`src/rtl/bhs_pkg.sv`:
```
// Shared types and constants of the brightness histogram block.
// Holds the payload structs, the controller states and the bin geometry.
// No dependencies.
package bhs_pkg;

    // Bin geometry and counter width.
    localparam int LEVELS     = 256;
    localparam int LVL_W      = $clog2(LEVELS);
    localparam int COUNT_BITS = 24;

    typedef logic [LVL_W-1:0]      bin_addr_t;
    typedef logic [COUNT_BITS-1:0] count_t;

    localparam bin_addr_t LAST_BIN  = bin_addr_t'(LEVELS - 1);
    localparam count_t    COUNT_MAX = {COUNT_BITS{1'b1}};

    // Reciprocal of three for the color average, scaled by two to the eleventh.
    localparam int RECIP3_SHIFT = 11;
    localparam logic [10:0] RECIP3 = 11'd683;

    // One pixel transaction.
    typedef struct packed {
        logic [7:0] blue_or_gray;
        logic [7:0] green_level;
        logic [7:0] red_level;
        logic       frame_start;
        logic       frame_end;
    } bhs_in_t;

    // One statistics transaction.
    typedef struct packed {
        logic [7:0]  mode_level;
        logic [23:0] mode_count;
        logic [7:0]  top_level;
        logic [7:0]  bottom_level;
        logic [23:0] pixel_count;
    } bhs_out_t;

    // One bin sample handed to the scan unit.
    typedef struct packed {
        logic      vld;
        bin_addr_t idx;
        count_t    cnt;
    } bhs_smp_t;

    // Running statistics of the scan unit.
    typedef struct packed {
        bin_addr_t mode_level;
        count_t    mode_count;
        bin_addr_t top_level;
        bin_addr_t bottom_level;
    } bhs_stats_t;

    // Controller states.
    typedef enum logic [1:0] {
        ST_RUN,
        ST_SCAN,
        ST_FLUSH,
        ST_EMIT
    } bhs_state_t;

endpackage

```
`src/rtl/bhs_scan.sv`:
```
// End-of-frame scan unit: folds one bin per cycle into the statistics.
// Tracks the first largest bin and the lowest and highest occupied bins.
// Depends on bhs_pkg.
module bhs_scan (
    input  logic                clk,
    input  logic                rst_n,
    input  logic                clr,
    input  bhs_pkg::bhs_smp_t   smp,
    output bhs_pkg::bhs_stats_t stats
);
    import bhs_pkg::*;

    bhs_stats_t stats_reg;
    bhs_stats_t stats_next;
    logic       seen_reg;
    logic       seen_next;

    // Compare the incoming bin against the running statistics.
    always_comb
    begin
        stats_next = stats_reg;
        seen_next  = seen_reg;
        if (clr)
        begin
            stats_next.mode_level   = '0;
            stats_next.mode_count   = '0;
            stats_next.top_level    = '0;
            stats_next.bottom_level = LAST_BIN;
            seen_next               = 1'b0;
        end
        else if (smp.vld)
        begin
            if (smp.cnt > stats_reg.mode_count)
            begin
                stats_next.mode_count = smp.cnt;
                stats_next.mode_level = smp.idx;
            end
            if (smp.cnt != '0)
            begin
                if (!seen_reg)
                begin
                    stats_next.bottom_level = smp.idx;
                end
                stats_next.top_level = smp.idx;
                seen_next            = 1'b1;
            end
        end
    end

    always_ff @(posedge clk or negedge rst_n)
    begin
        if (!rst_n)
        begin
            stats_reg.mode_level   <= '0;
            stats_reg.mode_count   <= '0;
            stats_reg.top_level    <= '0;
            stats_reg.bottom_level <= LAST_BIN;
            seen_reg               <= 1'b0;
        end
        else
        begin
            stats_reg <= stats_next;
            seen_reg  <= seen_next;
        end
    end

    assign stats = stats_reg;

endmodule
```
`config.mk`:
```
export PLATFORM = sky130hd
export DESIGN_NAME = bhs_scan
export DESIGN_NICKNAME = d
export VERILOG_FILES = /design/src/rtl/bhs_pkg.sv /design/src/rtl/bhs_scan.sv
export SDC_FILE = /design/constraint.sdc
export NUM_CORES = 1
export LEC_CHECK = 0
export BUFFER_PORTS_ARGS = -buffer_cell sky130_fd_sc_hd__buf_2
export CAP_MARGIN = 0
export CORE_UTILIZATION = 55
export CTS_CLUSTER_DIAMETER = 120
export CTS_CLUSTER_SIZE = 24
export DETAILED_ROUTE_END_ITERATION = 10
export GPL_TIMING_DRIVEN = 0
export PLACE_DENSITY = 0.83
export SLEW_MARGIN = 15
export SYNTH_ARGS = -nofsm -noshare
export SYNTH_HDL_FRONTEND = slang
export SYNTH_SLANG_ARGS = --single-unit
```
`constraint.sdc`:
```
create_clock -name clk -period 3.75 [get_ports clk]
set_input_delay 0.5625 -clock clk [delete_from_list [all_inputs] [get_ports clk]]
set_output_delay 0.5625 -clock clk [all_outputs]
set_load 0.005 [all_outputs]
```
==> impl_metrics.prom <==
# TYPE chip_impl_metric gauge
chip_impl_info{name="run_status",value="completed"} 1
chip_impl_metric{name="number_of_global_route_vias_before_repair",unit=""} 2375
chip_impl_metric{name="worstPathMaxFanout",unit=""} 10
chip_impl_metric{name="cts_hold_buf",unit=""} 0
chip_impl_info{name="critical_path.startpoint_type",value="register"} 1
chip_impl_info{name="holdCritPathClass",value="in2async"} 1
chip_impl_metric{name="placement_rows",unit=""} 26
chip_impl_metric{name="grt_max_degree",unit=""} 50
chip_impl_metric{name="synth_largest_type_area_fraction",unit=""} 0.3397
chip_impl_metric{name="clkLatencyLatePin",unit="ps"} 300
chip_impl_metric{name="maxClockFrequency",unit="MHz"} 435.0
chip_impl_info{name="cts_root_buf",value="sky130_fd_sc_hd__clkbuf_8"} 1
chip_impl_info{name="synth.largest_area_cell",value="sky130_fd_sc_hd__dfrtp_1"} 1
chip_impl_metric{name="internal_power",unit="W"} 0.0008515
chip_impl_metric{name="grt_remaining_overflow",unit=""} 0
chip_impl_metric{name="tightest_slew",unit="ps"} 632.4
chip_impl_metric{name="cts-htree-levels",unit=""} 2
chip_impl_metric{name="post_drt_wl_per_cell",unit="microns"} 14.14
chip_impl_metric{name="yosys_warnings",unit=""} 0
chip_impl_info{name="worst_setup_path_end_kind",value="register"} 1
chip_impl_metric{name="die_w",unit="microns"} 76.11
chip_impl_info{name="critical_path.reg2reg.startpoint",value="stats[35]"} 1
chip_impl_metric{name="worstPathArrival",unit="ps"} 2520
chip_impl_metric{name="power.share.clock",unit=""} 0.258
chip_impl_info{name="r2r-end",value="stats[30]"} 1
chip_impl_metric{name="synth_fp_nets",unit=""} 351
chip_impl_metric{name="final.min_clock_period",unit="ps"} 2299
chip_impl_metric{name="finalNetCount",unit=""} 440
chip_impl_metric{name="cts_buffers",unit=""} 5
chip_impl_info{name="grt_setup_unrepaired",value="no"} 1
chip_impl_metric{name="worst_skew",unit="ps"} 6.094
chip_impl_metric{name="fillerInstances",unit=""} 410
chip_impl_metric{name="gate_count_after_technology_mapping",unit=""} 291
chip_impl_metric{name="cts_setup_buffers",unit=""} 0
chip_impl_metric{name="place.detailed.hpwl",unit="microns"} 4844
chip_impl_metric{name="wirelength",unit="microns"} 6378
chip_impl_metric{name="dr.pass1.iters",unit=""} 4
chip_impl_metric{name="initial_core_util",unit=""} 0.5803
chip_impl_metric{name="worst-endpoint-required",unit="ps"} 3970
chip_impl_metric{name="summed_instance_area_of_the_synthesized_netlist",unit="sq um"} 3020
chip_impl_metric{name="synthToLayoutAreaGrowth",unit="%"} 19.47
chip_impl_metric{name="maxCapViolations",unit=""} 0
chip_impl_metric{name="switching_power",unit="W"} 0.0003592
chip_impl_metric{name="gp_routability_congestion",unit=""} 0.7857
chip_impl_metric{name="post_cts.resized_instances",unit=""} 0
chip_impl_metric{name="p_sw_frac",unit=""} 0.2967
chip_impl_metric{name="clock_tree_buf_depth",unit=""} 2
chip_impl_metric{name="detail_route.vias_per_cell",unit=""} 5.239
chip_impl_metric{name="remaining_drc_errors",unit=""} 0
chip_impl_metric{name="p_leak",unit="nW"} 1.743
chip_impl_info{name="tritoncts",value="built"} 1
chip_impl_metric{name="clkSlewWorstSetupHoldPaths",unit="ps"} 90
chip_impl_metric{name="final_critical_path_setup_slack",unit="ps"} 1451
chip_impl_metric{name="port_buffers",unit=""} 82
chip_impl_metric{name="timing.final.hold_violations",unit=""} 0
chip_impl_metric{name="antenna_cells_inserted",unit=""} 0
chip_impl_metric{name="synth-seq-cells",unit=""} 49
chip_impl_metric{name="final.period_utilization",unit=""} 0.6131
chip_impl_metric{name="fin_worst_hold_slack",unit="ps"} 265.5
chip_impl_metric{name="largest_reg_flops",unit=""} 48
chip_impl_metric{name="synth_seq_area_share",unit=""} 0.4093
chip_impl_metric{name="timing.setup.tns",unit="ps"} 0
chip_impl_metric{name="cts_num_sinks",unit=""} 49
chip_impl_metric{name="part_of_the_power_in_combinational_logic",unit=""} 0.248
chip_impl_metric{name="seq_cell_area",unit="sq um"} 1236
chip_impl_info{name="path_class",value="reg2reg"} 1
chip_impl_metric{name="relSlewSlack",unit=""} 0.5784
chip_impl_metric{name="ant_nets",unit=""} 0
chip_impl_metric{name="die_area",unit="sq um"} 5792
chip_impl_metric{name="setup_viol",unit=""} 0
chip_impl_metric{name="synth_cell_types",unit=""} 27
chip_impl_metric{name="wire_length_of_the_first_global_routing_pass",unit="microns"} 10760
chip_impl_metric{name="syn_area_per_cell",unit="sq um"} 10.38
chip_impl_metric{name="grt_antenna_before_repair",unit=""} 0
chip_impl_metric{name="boundaryPins",unit=""} 84
chip_impl_metric{name="total_power_per_unit_cell_area",unit="nW/um^2"} 335.5
chip_impl_metric{name="post-place-ws",unit="ps"} 1175
chip_impl_metric{name="seqPwrFrac",unit=""} 0.494
chip_impl_metric{name="final_layout_size_suffix_gt1_frac",unit=""} 0.2861
chip_impl_metric{name="die_y",unit="microns"} 76.11
chip_impl_metric{name="ff2ff_path_depth",unit=""} 8
chip_impl_info{name="synth_area_leaders",value="sky130_fd_sc_hd__dfrtp_1 (34%), sky130_fd_sc_hd__mux2i_1 (13%), sky130_fd_sc_hd__nand2b_1 (13%)"} 1
chip_impl_metric{name="grt_usage",unit=""} 0.2325
chip_impl_metric{name="regToRegSetupSlack",unit="ps"} 1450
chip_impl_metric{name="multi_input_comb_area",unit="sq um"} 1565
chip_impl_metric{name="total_number_of_vias",unit=""} 2363
chip_impl_metric{name="core-area",unit="sq um"} 5205
chip_impl_metric{name="vdd_ir_drop_max",unit="mV"} 0.2007
chip_impl_metric{name="drt_iter0_markers",unit=""} 85
chip_impl_metric{name="final-max-slew-violation-count",unit=""} 0
-- per-layer routing --
metal	wire (microns)	track usage
met1	2893	0.2955
met2	3087	0.3964
met3	319	0.05269
met4	78	0.06923
met5	0	0
-- cells in the mapped netlist (all sizes together) --
library cell,number
nand3,4
nor4,6
clkbuf,7
a31oi,1
mux2i,40
nand2,5
nand4,8
a211o,8
o21ai,5
nor3,2
nand2b,64
a21o,1
inv,25
o21bai,1
o211ai,1
dfrtp,41
a21oi,13
nor2,11
buf,7
nor2b,9
ha,24
dfstp,8
-- power by group through the flow --
stage	registers, W	logic [W]	clock network [W]
2_1_floorplan	0.000609	0.000182	0
3_3_place_gp	0.000606	0.000294	0
3_5_place_dp	0.000607	0.000303	0
4_1_cts	0.000598	0.000305	0.000322
5_1_grt	0.000603	0.000337	0.000344
6_report	0.000598	0.000301	0.000313
-- cell usage in the layout, fill, tap and decap left out, drive strengths merged --
cell type,netlist,routed
nand2b,64,64
a21o,1,1
a31oi,1,1
clkinvlp,0,2
nor4,6,6
clkbuf,7,13
nand4,8,8
o211ai,1,1
dfrtp,41,41
nor3,2,2
dfstp,8,8
a21oi,13,13
nand2,5,5
nand3,4,4
o21ai,5,5
mux2i,40,40
o21bai,1,1
inv,25,25
ha,24,24
a211o,8,8
buf,7,89
nor2b,9,9
nor2,11,11
-- logic make-up after synthesis --
group	count (synthesis)	share of synthesized area
flip-flops	49	0.4093
AND/OR/NAND/NOR	109	0.2187
buffers and inverters	39	0.07249
AO/OA/AOI/OAI	30	0.06752
multiplexers	40	0.1326
adder cells (fa/ha/maj)	24	0.09942
-- critical path, cell delays in order, from the launching register on --
cell	delay [ps]
sky130_fd_sc_hd__dfrtp_1	390
sky130_fd_sc_hd__inv_1	60
sky130_fd_sc_hd__ha_1	310
sky130_fd_sc_hd__nand4_1	190
sky130_fd_sc_hd__nor4_2	310
sky130_fd_sc_hd__o21ai_1	170
sky130_fd_sc_hd__a31oi_4	400
sky130_fd_sc_hd__buf_12	200
sky130_fd_sc_hd__mux2i_1	200
-- how the worst max path moves through the flow --
stage	startpoint	endpoint	slack [ps]
2_1_floorplan	smp[11]	stats[16]	1580
3_3_place_gp	smp[19]	stats[32]	1230
3_5_place_dp	smp[19]	stats[30]	1180
4_1_cts	stats[35]	stats[30]	1440
5_1_grt	stats[35]	stats[19]	1330
6_report	stats[35]	stats[30]	1450
-- cell type report --
type                            instances  area share
Timing Repair Buffer                   82      0.1144
Clock buffer                            6     0.02011
Clock inverter                          2    0.004161
Tap cell                               70     0.02427
Inverter                               25     0.02601
Sequential cell                        49      0.3426
Multi-Input combinational cell        203      0.4338
Buffer                                 14     0.03467
-- stage by stage --
stage / area (sq um) / total power, W / instances / util
after floorplan: 3020 / 0.0007916 / 291 / -
after global placement: 3518 / 0.0008997 / 443 / 0.6760
after detailed placement: 3518 / 0.0009099 / 443 / 0.6760
after CTS: 3606 / 0.001224 / 451 / 0.6928
after global routing: 3608 / 0.001283 / 451 / 0.6933
final: 3608 / 0.001211 / 451 / 0.6933
No activity file was read; power rests on OpenSTA's default activity.
